**config.mk**
```make
export PLATFORM = sky130hd
export DESIGN_NAME = str_divider
export DESIGN_NICKNAME = d
export VERILOG_FILES = /design/src/sv/str_pkg.sv /design/src/sv/str_divider.sv
export SDC_FILE = /design/constraint.sdc
export NUM_CORES = 1
export LEC_CHECK = 0
export BUFFER_PORTS_ARGS = -buffer_cell sky130_fd_sc_hd__clkbuf_2
export CORE_UTILIZATION = 31
export DETAILED_ROUTE_END_ITERATION = 7
export GPL_ROUTABILITY_DRIVEN = 0
export PLACE_DENSITY_LB_ADDON = 0.05
export SETUP_SLACK_MARGIN = 0.05
export SYNTH_ARGS = -nofsm -noshare
export SYNTH_HDL_FRONTEND = slang
export SYNTH_SLANG_ARGS = --single-unit
```
**constraint.sdc**
```tcl
create_clock -name clock -period 4.1 [get_ports clock]
set_input_delay 0.615 -clock clock [delete_from_list [all_inputs] [get_ports clock]]
set_output_delay 0.615 -clock clock [all_outputs]
set_load 0.1 [all_outputs]
```
**src/sv/str_pkg.sv**
```systemverilog
// ----------------------------------------------------------------------------
// stepper ramp package
// shared types and constants for the move planner
// ----------------------------------------------------------------------------
`default_nettype none
package str_pkg;

   localparam int unsigned MEDIUM_MIN  = 1000;
   localparam int unsigned EDGE_PULSES = 200;
   localparam int unsigned FAST_CUT    = 7500;
   localparam int unsigned SHORT_CUT   = 5000;

   localparam logic [2:0] CSR_TIMER_CLOCK = 3'd0;
   localparam logic [2:0] CSR_START_FREQ  = 3'd1;
   localparam logic [2:0] CSR_FREQ_STEP   = 3'd2;
   localparam logic [2:0] CSR_MAX_FREQ    = 3'd3;
   localparam logic [2:0] CSR_RAMP_MS     = 3'd4;
   localparam logic [2:0] CSR_RAMP_MIN    = 3'd5;
   localparam logic [2:0] CSR_SLOW_PERIOD = 3'd6;

   localparam logic [1:0] FUNC_START = 2'd0;
   localparam logic [1:0] FUNC_FEED  = 2'd1;
   localparam logic [1:0] FUNC_LIMIT = 2'd2;

   localparam logic [1:0] MODE_IDLE   = 2'd0;
   localparam logic [1:0] MODE_RAMP   = 2'd1;
   localparam logic [1:0] MODE_MEDIUM = 2'd2;
   localparam logic [1:0] MODE_SHORT  = 2'd3;

   typedef enum logic [2:0] {
      ST_IDLE,
      ST_LEVEL,
      ST_DIVIDE,
      ST_LENGTH,
      ST_FINISH,
      ST_OUTPUT
   } state_type;

   // divider control
   typedef struct packed {
      logic        start;
      logic [23:0] dividend;
      logic [15:0] divisor;
   } div_req_type;

   typedef struct packed {
      logic        busy;
      logic [15:0] quotient;
   } div_rsp_type;

endpackage
`default_nettype wire

```
**src/sv/str_divider.sv**
```systemverilog
// ----------------------------------------------------------------------------
// stepper ramp divider
// restoring divider, one quotient bit per cycle, saturated to 16 bits
// ----------------------------------------------------------------------------
`default_nettype none
module str_divider (
   input  wire                   clock,
   input  wire                   reset,
   input  str_pkg::div_req_type  req,
   output str_pkg::div_rsp_type  rsp
);

   logic [4:0]  cnt_ff, cnt_in;
   logic [23:0] quo_ff, quo_in;
   logic [16:0] rem_ff, rem_in;
   logic [15:0] den_ff, den_in;
   logic        busy_ff, busy_in;
   logic        zero_ff, zero_in;
   logic [16:0] trial;

   always_comb begin
      cnt_in  = cnt_ff;
      quo_in  = quo_ff;
      rem_in  = rem_ff;
      den_in  = den_ff;
      busy_in = busy_ff;
      zero_in = zero_ff;
      trial   = {rem_ff[15:0], quo_ff[23]};
      if (req.start) begin
         quo_in  = req.dividend;
         rem_in  = '0;
         den_in  = req.divisor;
         cnt_in  = 5'd24;
         busy_in = 1'b1;
         zero_in = (req.divisor == 16'd0);
      end else if (busy_ff) begin
         if (trial >= {1'b0, den_ff}) begin
            rem_in = trial - {1'b0, den_ff};
            quo_in = {quo_ff[22:0], 1'b1};
         end else begin
            rem_in = trial;
            quo_in = {quo_ff[22:0], 1'b0};
         end
         cnt_in = cnt_ff - 5'd1;
         if (cnt_ff == 5'd1) busy_in = 1'b0;
      end
   end

   always_ff @(posedge clock) begin
      if (reset) begin
         busy_ff <= 1'b0;
         cnt_ff  <= '0;
      end else begin
         busy_ff <= busy_in;
         cnt_ff  <= cnt_in;
      end
      quo_ff  <= quo_in;
      rem_ff  <= rem_in;
      den_ff  <= den_in;
      zero_ff <= zero_in;
   end

   assign rsp.busy     = busy_ff;
   assign rsp.quotient = (zero_ff || quo_ff[23:16] != 8'd0) ? 16'hFFFF : quo_ff[15:0];

endmodule
`default_nettype wire

```
# After elaboration in Yosys (flattened, before gate mapping)
# Cells that the tools add are included.
# word_totals
wordCells	26
out_inout_bits	17
reg_bits	63
input_bits	43
# op_classes
n_mux	10
n_lt_le_gt_ge	1
addsub	2
n_eq_ne	1
reduce_logical	5
# op_table
operator	count
24-bit 2-to-1 mux	2
16-bit 2-to-1 mux	2
17-bit by 16-bit greater-or-equal comparator with 1-bit output	1
16-bit logical NOT	1
16-bit subtractor	1
5-bit 2-to-1 mux	2
8-bit nonzero test	1
5-bit by 1-bit equality test with 1-bit output, second input constant	1
5-bit by 1-bit subtractor with 5-bit output, second input constant	1
1-bit 2-to-1 mux	4
2-bit nonzero test	1
2-bit OR reduction	1
1-bit logical OR	1

# Longest topological paths before layout
# Gate-level depths: netlist (run 1).
# depth
depth_word	4
depth_mapped	11
ltp_nobuf	10

# Worst setup path after synthesis (run 1)
# Ideal clock, no wire load.
# synth_path
path_type	flip-flop to flip-flop
startpoint	register den_ff[8]
endpoint	register quo_ff[0], data pin
path_stages_with_launch	11
n_path_buf	2
arrival_time_ps	2138
synth_period_minus_slack_ps	2398
path_slack_ps	1702
setup_ps	260
required_ps	3840
cell_sequence	edfxtp_1 inv_1 ha_1 buf_4 a21oi_2 o22ai_1 a211o_1 a211oi_4 o21ai_2 buf_2 mux2_2
# synth_between
elab_chain_len	4
# synth_rtl
item	line_no	rtl
start: declaration	str_divider.sv:16	logic [15:0] den_ff, den_in;
start signal: assignment	str_divider.sv:59	den_ff <= den_in;
17-bit by 16-bit greater-or-equal comparator with 1-bit output	str_divider.sv:37	if (trial >= {1'b0, den_ff}) begin
1-bit 2-to-1 mux	str_divider.sv:37	
24-bit 2-to-1 mux	str_divider.sv:36	end else if (busy_ff) begin
24-bit 2-to-1 mux	str_divider.sv:29	if (req.start) begin
via quo_in[0]	str_divider.sv:14	logic [23:0] quo_ff, quo_in;
end signal: assignment	str_divider.sv:57	quo_ff <= quo_in;
end: declaration	str_divider.sv:14	
# The timed path passes the listed nets, and every way through them passes these cells. The select of a mux whose other input is x is not followed.
# A chain may end at the register's enable or synchronous reset.

==> flow_summary.json, run 1 <==
{
  "ctsRootBufferMaster": "sky130_fd_sc_hd__clkbuf_16",
  "clk_pin_slew_ps": 50,
  "cts.sinks": 63,
  "synth_area_leader_cell": "sky130_fd_sc_hd__edfxtp_1",
  "hold_buffers": 0,
  "relSlewSlack_pct": 50.3,
  "logic_gate_share_of_total_power_pct": 20.1,
  "filler_cell_count": 1163,
  "crit_type": "register to output port",
  "antenna_left": 0,
  "slowest_stage_delay_on_critical_path_ps": 430,
  "route.final.wire_length_mm": 8.05,
  "fin_crit_ps": 2870,
  "synth_seq_cells": 63,
  "area_growth_syn_to_layout_pct": 18.9,
  "syn-instance-count": 344,
  "synth-async-reset-ratio_pct": 0,
  "share_of_synthesized_area_occupied_by_flip_flops_and_latches_pct": 46.6,
  "critPathArrivalTime_ps": 2250,
  "average_vias_per_placed_instance": 4.93,
  "post-route-period-util_pct": 70.0,
  "vert_die_dim_um": 110,
  "wirelength_met1_mm": 4.09,
  "post_cts_setup_buffers": 0,
  "clkLatencyLatePin_ps": 330,
  "power_frac_seq_pct": 42.1,
  "initial_core_util_pct": 32.4,
  "synthesis.nets": 406,
  "grt_setup_unrepaired": "false",
  "synth_top_flop_cell": "sky130_fd_sc_hd__edfxtp_1",
  "sw_frac_of_total_pct": 27.8,
  "first_pass_grt_wire_length_mm": 12.8,
  "antenna_cells_inserted": 0,
  "design.final.nets": 459,
  "p_leak_uw": 0.00171,
  "critical_path.startpoint": "quo_ff[18]",
  "path_buf_inv": 1,
  "post_synthesis_area_per_instance_um2": 10.4,
  "worst-endpoint-required_ps": 3480,
  "synthDominantCellAreaShare_pct": 34.3,
  "total_switching_power_uw": 518,
  "power.density_nw_per_um2": 437,
  "timing.max_cap.violations": 0,
  "per_cell_routed_wire_length_um": 14.9,
  "report.final.setup_viol": 0,
  "dr.pass1.iters": 4,
  "hpwlAfterDp_mm": 5.96,
  "crit_cells": 4,
  "placement_rows": 38,
  "critPathCaptureType": "output port",
  "post_synth_num_cell_types": 53,
  "antenna_found_initial": 0,
  "reg2reg_from": "den_ff[1]",
  "worst-path-max-fanout": 16,
  "layoutNonFillerInstCount": 542,
  "setup-tns-final_ps": 0,
  "final_hold_viol_count": 0,
  "design.core.area_um2": 11100,
  "ioPinCount": 60,
  "cts_tree": "built",
  "timing_worst_slew_pin_value_ps": 745,
  "power.share.clock_pct": 37.8,
  "first_drt_iteration_drcs": 138,
  "placed_cells_incl_taps": 526,
  "dr_total_vias": 2670,
  "remaining_drc_errors": 0,
  "pre_cts_slack_ps": 1340,
  "max-clock-path-buffers": 2,
  "skew_ps": 6.87,
  "met3RoutedLength_um": 338,
  "cp-endpoint": "rsp[6]",
  "grtUsageTotal_pct": 14.6,
  "drive_gt1_share_pct": 31.3,
  "post_cts.resized_instances": 0,
  "hold_path.class": "primary input to register",
  "worst_case_vdd_ir_drop_mv": 0.348,
  "power.internal_uw": 1350,
  "maximum_number_of_pins_on_one_net_before_global_route_repair": 42,
  "cts_inserted_buffers": 9,
  "final-max-slew-violation-count": 0,
  "grt_remaining_overflow": 0,
  "io_buffers": 59,
  "die_w_um": 110,
  "met2_length_mm": 3.49,
  "grt_pass1_vias": 2526,
  "area_taken_by_multi_input_logic_gates_um2": 1750,
  "timing.critical_path.cells": "nor4_1 > nand3_1 > or2_2 > clkbuf_2",
  "outcome": "complete, no violations",
  "crit_path_start_kind": "register",
  "synth_area_um2": 3590,
  "timing.critical_path.max_delay_family": "simple AND/OR/NAND/NOR gates",
  "top_layer_used": "met4",
  "rr_worst_depth": 9,
  "critical_path.slowest_cell": "sky130_fd_sc_hd__or2_2",
  "area_of_the_die_um2": 12000,
  "timing.fmax_ghz": 0.349,
  "yosys-top-cells-area": "sky130_fd_sc_hd__edfxtp_1, sky130_fd_sc_hd__dfxtp_1, sky130_fd_sc_hd__mux2_2",
  "number_of_h_tree_levels": 3,
  "layout_setup_ws_ps": 1230,
  "reg2reg_to": "rem_ff[7]",
  "number_of_warnings_issued_by_yosys": 0,
  "synth_edf_count": 41,
  "rrSetupSlack_ps": 1370,
  "ff_latch_area_um2": 1670
}
==> worst reg2reg max path, stage by stage, from the launching register on <==
cell                        delay, ps
sky130_fd_sc_hd__edfxtp_1         370
sky130_fd_sc_hd__inv_1             60
sky130_fd_sc_hd__ha_1             270
sky130_fd_sc_hd__nor2b_1          190
sky130_fd_sc_hd__o2111ai_1        210
sky130_fd_sc_hd__a211oi_2         370
sky130_fd_sc_hd__a211oi_4         100
sky130_fd_sc_hd__o21ai_2          600
sky130_fd_sc_hd__nor2_1           110
sky130_fd_sc_hd__a2111oi_2        360
==> stage by stage <==
step,area [µm²],util (%),hold WS [ps],total power [µW]
final,4270,38.5,474,1860
after global routing,4270,38.5,457,1970
after CTS,4270,38.5,459,1890
after detailed placement,3990,36.1,496,1170
after global placement,3990,36.1,483,1180
after floorplan,3590,-,469,1070
==> sequential cells by signal (all words and copies together), names as in the netlist <==
name     flops
quo_ff      24
den_ff      16
rem_ff      16
cnt_ff       5
busy_ff      1
zero_ff      1
==> cell families after synthesis <==
| group | count (synthesis) | synth area share (%) |
|---|---|---|
| AOI/OAI and AO/OA | 64 | 14.4 |
| xor gates and xnor gates | 12 | 2.93 |
| adders and majority gates | 19 | 6.84 |
| and+or+nand+nor | 121 | 16.6 |
| muxes | 25 | 7.81 |
| buffers and inverters | 40 | 4.74 |
| DFF | 63 | 46.6 |
==> cells in the final DEF (no fill, tap or decap), types with 8 or more instances in the layout <==
cell type and n:
sky130_fd_sc_hd__clkbuf_2 59, sky130_fd_sc_hd__edfxtp_1 41, sky130_fd_sc_hd__nand2_1 32, sky130_fd_sc_hd__nor2_1 31, sky130_fd_sc_hd__mux2_2 24, sky130_fd_sc_hd__dfxtp_1 22
sky130_fd_sc_hd__inv_1 21, sky130_fd_sc_hd__ha_1 18, sky130_fd_sc_hd__or2_2 17, sky130_fd_sc_hd__a21oi_1 11, sky130_fd_sc_hd__a311oi_1 10, sky130_fd_sc_hd__clkbuf_16 9
sky130_fd_sc_hd__nor3_1 8
==> worst min path at each step <==
| stage | endpoint | start | cells after the start |
|---|---|---|---|
| 2_1_floorplan | cnt_ff[1] | cnt_ff[1] | 2 |
| 3_3_place_gp | cnt_ff[1] | cnt_ff[1] | 2 |
| 4_1_cts | den_ff[6] | req[6] | 1 |
| 6_report | den_ff[6] | req[6] | 1 |
| 3_5_place_dp | rem_ff[9] | rem_ff[8] | 2 |
| 5_1_grt | den_ff[11] | req[11] | 1 |
==> cell type report <==
cell class	instances	area share (%)
Multi-Input combinational cell	241	40.9
Sequential cell	63	39.2
Timing Repair Buffer	61	7.57
Clock buffer	15	6.28
Tap cell	140	4.11
Inverter	21	1.85
Clock inverter	1	0.117
==> metal layers <==
metal,GRT usage (%),up-vias
met4,6.00,0
met1,20.5,1254
met2,20.5,50
met3,4.51,8
met5,0,-
li1,-,1358
==> Yosys cell counts, drive strengths merged, types with 2 or more instances <==
| master | n |
|---|---|
| o311ai | 2 |
| or2 | 17 |
| nor2 | 31 |
| a31oi | 2 |
| inv | 21 |
| o21a | 6 |
| nand3 | 4 |
| nand2 | 32 |
| xnor2 | 6 |
| or3 | 5 |
| nor2b | 2 |
| nand4 | 3 |
| and3 | 3 |
| buf | 10 |
| edfxtp | 41 |
| dfxtp | 22 |
| xor2 | 6 |
| a21oi | 12 |
| nand2b | 4 |
| clkbuf | 9 |
| a21o | 5 |
| ha | 18 |
| mux2 | 24 |
| o2111ai | 3 |
| o21ai | 7 |
| nor3 | 8 |
| a211oi | 6 |
| a311oi | 13 |
| a2111oi | 3 |
| nor4 | 6 |
==> power groups by stage <==
| stage | sequential (µW) | clock, µW | combinational, µW |
|---|---|---|---|
| 2_1_floorplan | 781 | 0 | 294 |
| 3_3_place_gp | 797 | 0 | 380 |
| 3_5_place_dp | 797 | 0 | 377 |
| 4_1_cts | 785 | 727 | 380 |
| 5_1_grt | 793 | 753 | 421 |
| 6_report | 784 | 704 | 375 |
Power figures use the tool's default switching activity.
==> inputs of run 2 (changes only) <==
==> constraint.sdc (replaced) <==
create_clock -name clock -period 2.77 [get_ports clock]
set_input_delay 0.4155 -clock clock [delete_from_list [all_inputs] [get_ports clock]]
set_output_delay 0.4155 -clock clock [all_outputs]
set_load 0.1 [all_outputs]
==> run 2 against run 1 <==
  * Routed wire length grew 3.8%
  * Highest routed layer unchanged
  * Utilization grew 1.7 points
  * Register-to-register slack lost 1200 ps
  * Global-route usage is essentially flat
  * Die area is the same
  * Worst setup slack lost 1100 ps
  * Clock skew shrank 2.3 ps
  * Via count grew 2.2%
  * Cell count grew 2.6%
  * Sequential power grew 47%
  * Combinational power grew 64%
==> flow_summary.json, run 2 (synthesized netlist as in run 1, its figures left out) <==
{
  "timing.max_cap.violations": 0,
  "first_pass_grt_wire_length_mm": 13.1,
  "average_vias_per_placed_instance": 4.91,
  "cts_tree": "built",
  "worst-path-max-fanout": 8,
  "power.density_nw_per_um2": 683,
  "max-clock-path-buffers": 2,
  "grtUsageTotal_pct": 14.6,
  "timing.critical_path.cells": "inv_1 > ha_1 > nand4_1 > o22ai_1 > a211o_1 > a211oi_4 > o21a_4 > buf_4 > nand2_1 > a311oi_1",
  "first_drt_iteration_drcs": 99,
  "final_common_cell": "sky130_fd_sc_hd__clkbuf_2",
  "timing.critical_path.max_delay_family": "compound AO/OA/AOI/OAI gates",
  "hpwlAfterDp_mm": 6.00,
  "timing_worst_slew_pin_value_ps": 555,
  "maximum_number_of_pins_on_one_net_before_global_route_repair": 26,
  "dr.pass1.iters": 4,
  "area_growth_syn_to_layout_pct": 24.1,
  "design.final.nets": 473,
  "worst-endpoint-required_ps": 3000,
  "antenna_found_initial": 0,
  "die_w_um": 110,
  "skew_ps": 4.58,
  "path_buf_inv": 2,
  "post-route-period-util_pct": 93.6,
  "timing.fmax_ghz": 0.386,
  "placed_inst_area_um2": 4060,
  "remaining_drc_errors": 0,
  "crit_path_start_kind": "register",
  "grt_setup_unrepaired": "false",
  "clk_pin_slew_ps": 50,
  "io_buffers": 59,
  "largest_registers": "quo_ff (24), den_ff (16), rem_ff (16)",
  "cts_inserted_buffers": 9,
  "critPathCaptureType": "register",
  "ioPinCount": 60,
  "ctsRootBufferMaster": "sky130_fd_sc_hd__clkbuf_16",
  "vert_die_dim_um": 110,
  "fin_crit_ps": 2590,
  "per_cell_routed_wire_length_um": 15.0,
  "crit_type": "register to register",
  "worst_case_vdd_ir_drop_mv": 0.416,
  "final.hold.worst_slack_ps": 281,
  "most-common-layout-cells": "sky130_fd_sc_hd__clkbuf_2, sky130_fd_sc_hd__edfxtp_1, sky130_fd_sc_hd__nand2_1",
  "final_design_area_no_fill_um2": 4450,
  "initial_core_util_pct": 32.4,
  "pre_cts_slack_ps": 46.8,
  "final-max-slew-violation-count": 0,
  "regMostFlops": "quo_ff",
  "report.final.setup_viol": 0,
  "antenna_cells_inserted": 0,
  "cts.sinks": 63,
  "clkLatencyLatePin_ps": 320,
  "hold_path.class": "primary input to register",
  "drive_gt1_share_pct": 35.3,
  "grt_remaining_overflow": 0,
  "dr_total_vias": 2730,
  "area_taken_by_multi_input_logic_gates_um2": 1780,
  "layoutNonFillerInstCount": 556,
  "p_leak_uw": 0.00181,
  "setup-tns-final_ps": 0,
  "final_hold_viol_count": 0,
  "relSlewSlack_pct": 62.1,
  "placed_cells_incl_taps": 537,
  "slowest_stage_delay_on_critical_path_ps": 410,
  "outcome": "complete, no violations",
  "area_of_the_die_um2": 12000,
  "hold_buffers": 0,
  "critPathArrivalTime_ps": 2820,
  "design.core.area_um2": 11100,
  "largest_register_ffs": 24,
  "number_of_h_tree_levels": 3,
  "critical_path.slowest_cell": "sky130_fd_sc_hd__a211oi_4",
  "grt_pass1_vias": 2625,
  "route.final.wire_length_mm": 8.35,
  "layout_setup_ws_ps": 177,
  "filler_cell_count": 1089,
  "antenna_left": 0,
  "placement_rows": 38,
  "ff_latch_area_um2": 1670
}
## run 2: changes by cell type in the layout (fill, tap and decap cells not counted), sizes merged
cell,delta
buf,+13
bufinv,+2
clkbuf,-3
clkinvlp,+1
o21ai,+1
## run 2: report_power, final
part           total (µW)  switching, µW  internal (µW)
logic                 615            348            267
clock network        1270            411            863
registers            1150           49.6           1100
total                3040            809           2230
## run 2: path summary, 6_finish.rpt
path,startpoint,to,slack (ps),depth (start not counted)
setup / recovery,den_ff[9],rem_ff[8],180,10
hold / removal,req[13],den_ff[13],280,1
setup reg to reg,den_ff[9],rem_ff[8],180,10
hold reg to reg,rem_ff[8],rem_ff[9],500,2
## run 2: metal layers
metal	vias up	GRT usage (%)	wire (µm)
li1	1395	-	-
met1	1291	20.3	4260
met2	38	22.3	3810
met3	6	3.68	204
met4	0	4.48	79
met5	-	0	0
## run 2: repair_timing
item	4_1_cts	5_1_grt
endpoints found under the setup margin	4	11
buffers inserted	0	2
pin swaps	0	2
hold endpoints to repair	0	0
gates resized for setup	1	3
cloned	0	1
## run 2: final cells by class
| class | count | area share, % |
|---|---|---|
| well taps | 140 | 3.93 |
| repair buffers | 74 | 9.16 |
| inverters | 21 | 1.77 |
| clock inverters | 4 | 1.71 |
| multi-input cells | 242 | 39.9 |
| clock buffers | 12 | 5.99 |
| flip-flops and latches | 63 | 37.5 |
## run 2: stage by stage
| step | utilization [%] | total power, µW |
|---|---|---|
| 5_1_grt | 40.2 | 3200 |
| 2_1_floorplan | - | 1590 |
| 6_report | 40.2 | 3040 |
| 4_1_cts | 39.8 | 3060 |
| 3_3_place_gp | 36.7 | 1760 |
| 3_5_place_dp | 36.7 | 1760 |
==> inputs of run 3 (changes only) <==
--- a/config.mk
+++ b/config.mk
@@ -7,6 +7,7 @@
 export LEC_CHECK = 0
 export BUFFER_PORTS_ARGS = -buffer_cell sky130_fd_sc_hd__clkbuf_2
 export CORE_UTILIZATION = 31
+export CTS_BUF_LIST = sky130_fd_sc_hd__clkbuf_4 sky130_fd_sc_hd__clkbuf_8
 export DETAILED_ROUTE_END_ITERATION = 7
 export GPL_ROUTABILITY_DRIVEN = 0
 export PLACE_DENSITY_LB_ADDON = 0.05
==> run 3 against run 2 <==
  * Routed wire length decreased by 2.5%
  * Via count decreased by 0.33%
  * Largest cell class unchanged
  * First-iteration DRC count increased by 7.1%
==> flow_summary.json, run 3 (synthesized netlist as in run 1, its figures left out) <==
{
  "top_usage_layer": "met2",
  "post-route-period-util_pct": 92.1,
  "post_cts_setup_buffers": 0,
  "setup-tns-final_ps": 0,
  "final_util_pct": 39.1,
  "crit_type": "register to register",
  "grt_remaining_overflow": 0,
  "grtUsageMet1_pct": 20.0,
  "io_buffers": 59,
  "ioPinCount": 60,
  "reg2reg_to": "rem_ff[8]",
  "area_of_the_die_um2": 12000,
  "number_of_h_tree_levels": 3,
  "post-layout-total-power_uw": 2710,
  "total_switching_power_uw": 766,
  "power.internal_uw": 1940,
  "cts.sinks": 63,
  "area_growth_syn_to_layout_pct": 20.6,
  "crit_path_start_kind": "register",
  "grtUsageTotal_pct": 14.8,
  "reg2reg_from": "den_ff[9]",
  "final-max-slew-violation-count": 0,
  "average_vias_per_placed_instance": 4.92,
  "first_drt_iteration_drcs": 106,
  "report.final.setup_viol": 0,
  "cts_inserted_buffers": 9,
  "grt_use_met3_pct": 4.15,
  "timing_worst_slew_pin_value_ps": 593,
  "worst-path-max-fanout": 10,
  "largest_register_ffs": 24,
  "power_frac_seq_pct": 42.6,
  "timing.fmax_ghz": 0.392,
  "max-clock-path-buffers": 2,
  "remaining_drc_errors": 0,
  "final_hold_viol_count": 0,
  "skew_ps": 8.72,
  "design.final.nets": 470,
  "per_cell_routed_wire_length_um": 14.7,
  "timing.hold.worst_path_depth": 1,
  "launch_instance_of_the_worst_min_delay_path": "req[13]",
  "most-common-layout-cells": "sky130_fd_sc_hd__clkbuf_2, sky130_fd_sc_hd__edfxtp_1, sky130_fd_sc_hd__nand2_1",
  "clkLatencyLatePin_ps": 340,
  "grt_setup_unrepaired": "true",
  "critPathArrivalTime_ps": 2800,
  "holdPathEnd": "den_ff[13]",
  "cts_tree": "built",
  "initial_core_util_pct": 32.4,
  "final.hold.worst_slack_ps": 265,
  "placed_cells_incl_taps": 537,
  "grt_pass1_vias": 2643,
  "drive_gt1_share_pct": 34.9,
  "outcome": "complete, no violations",
  "dr.pass1.iters": 4,
  "final_common_cell": "sky130_fd_sc_hd__clkbuf_2",
  "dr_total_vias": 2721,
  "route.final.wire_length_mm": 8.14,
  "worst_case_vdd_ir_drop_mv": 0.384,
  "placement_rows": 38,
  "antenna_left": 0,
  "power.share.clock_pct": 35.5,
  "rrSetupSlack_ps": 220,
  "relSlewSlack_pct": 59.4,
  "layoutNonFillerInstCount": 553,
  "hpwlAfterDp_mm": 6.00,
  "worst-endpoint-required_ps": 3020,
  "hold_buffers": 0,
  "design.core.area_um2": 11100,
  "antenna_found_initial": 0,
  "rr_worst_depth": 10,
  "critPathCaptureType": "register",
  "ctsRootBufferMaster": "sky130_fd_sc_hd__clkbuf_8",
  "antenna_cells_inserted": 0,
  "hold_path.class": "primary input to register",
  "p_leak_uw": 0.00175,
  "die_w_um": 110,
  "timing.max_cap.violations": 0,
  "power.density_nw_per_um2": 626,
  "first_pass_grt_wire_length_mm": 13.2,
  "clk_pin_slew_ps": 70,
  "vert_die_dim_um": 110,
  "regMostFlops": "quo_ff",
  "fin_crit_ps": 2550,
  "logic_gate_share_of_total_power_pct": 21.9,
  "global_route.usage.met2_pct": 22.4,
  "sw_frac_of_total_pct": 28.3,
  "largest_registers": "quo_ff (24), den_ff (16), rem_ff (16)",
  "maximum_number_of_pins_on_one_net_before_global_route_repair": 26
}
-- run 3: repair_timing --
action	CTS	global route
resized for setup	1	3
setup endpoints to repair	4	10
cloned	0	0
hold endpoints to repair	0	0
-- run 3: critical path, cell delays in order, from the launching register on --
cell                       delay (ps)
sky130_fd_sc_hd__edfxtp_1         330
sky130_fd_sc_hd__inv_1             40
sky130_fd_sc_hd__ha_1             370
sky130_fd_sc_hd__nand4_1          180
sky130_fd_sc_hd__o22ai_1          100
sky130_fd_sc_hd__a211o_1          330
sky130_fd_sc_hd__a211oi_4         360
sky130_fd_sc_hd__o21a_4           260
sky130_fd_sc_hd__buf_4            180
sky130_fd_sc_hd__nand2_1           70
sky130_fd_sc_hd__a311oi_1         250
-- run 3: cell type report --
class	count	area, µm²
Multi-Input combinational cell	241	1770
Inverter	21	78.8
Timing Repair Buffer	72	393
Fill cell	1104	6750
Sequential cell	63	1670
Clock inverter	4	76.3
Clock buffer	12	165
Tap cell	140	175
-- run 3: worst max-delay path by stage --
| stage | endpoint | depth (start not counted) | slack [ps] | startpoint |
|---|---|---|---|---|
| 2_1_floorplan | quo_ff[0] | 10 | 370 | den_ff[8] |
| 3_3_place_gp | rem_ff[8] | 10 | 90 | quo_ff[23] |
| 3_5_place_dp | rem_ff[1] | 9 | 50 | den_ff[1] |
| 4_1_cts | rem_ff[8] | 10 | 100 | quo_ff[23] |
| 5_1_grt | rem_ff[9] | 9 | 30 | den_ff[1] |
| 6_report | rem_ff[8] | 10 | 220 | den_ff[9] |
-- run 3: metal layers --
metal	wire length, µm	vias to the layer above
li1	-	1387
met1	4160	1275
met2	3680	54
met3	233	5
met4	65	0
met5	0	-
-- run 3: metrics by stage --
stage / instance area (µm²) / setup slack (ps)
floorplan: 3590 / 372
global placement: 4060 / 89.9
detailed placement: 4060 / 46.8
CTS: 4310 / 99.6
global route: 4330 / 31.4
finish: 4330 / 218
-- run 3: power by group through the flow --
stage                     registers (µW)  logic (µW)  clock network (µW)
after floorplan                     1160         435                   0
after CTS                           1150         596                 997
final                               1150         593                 962
after global routing                1160         664                1040
after global placement              1170         592                   0
after detailed placement            1170         589                   0
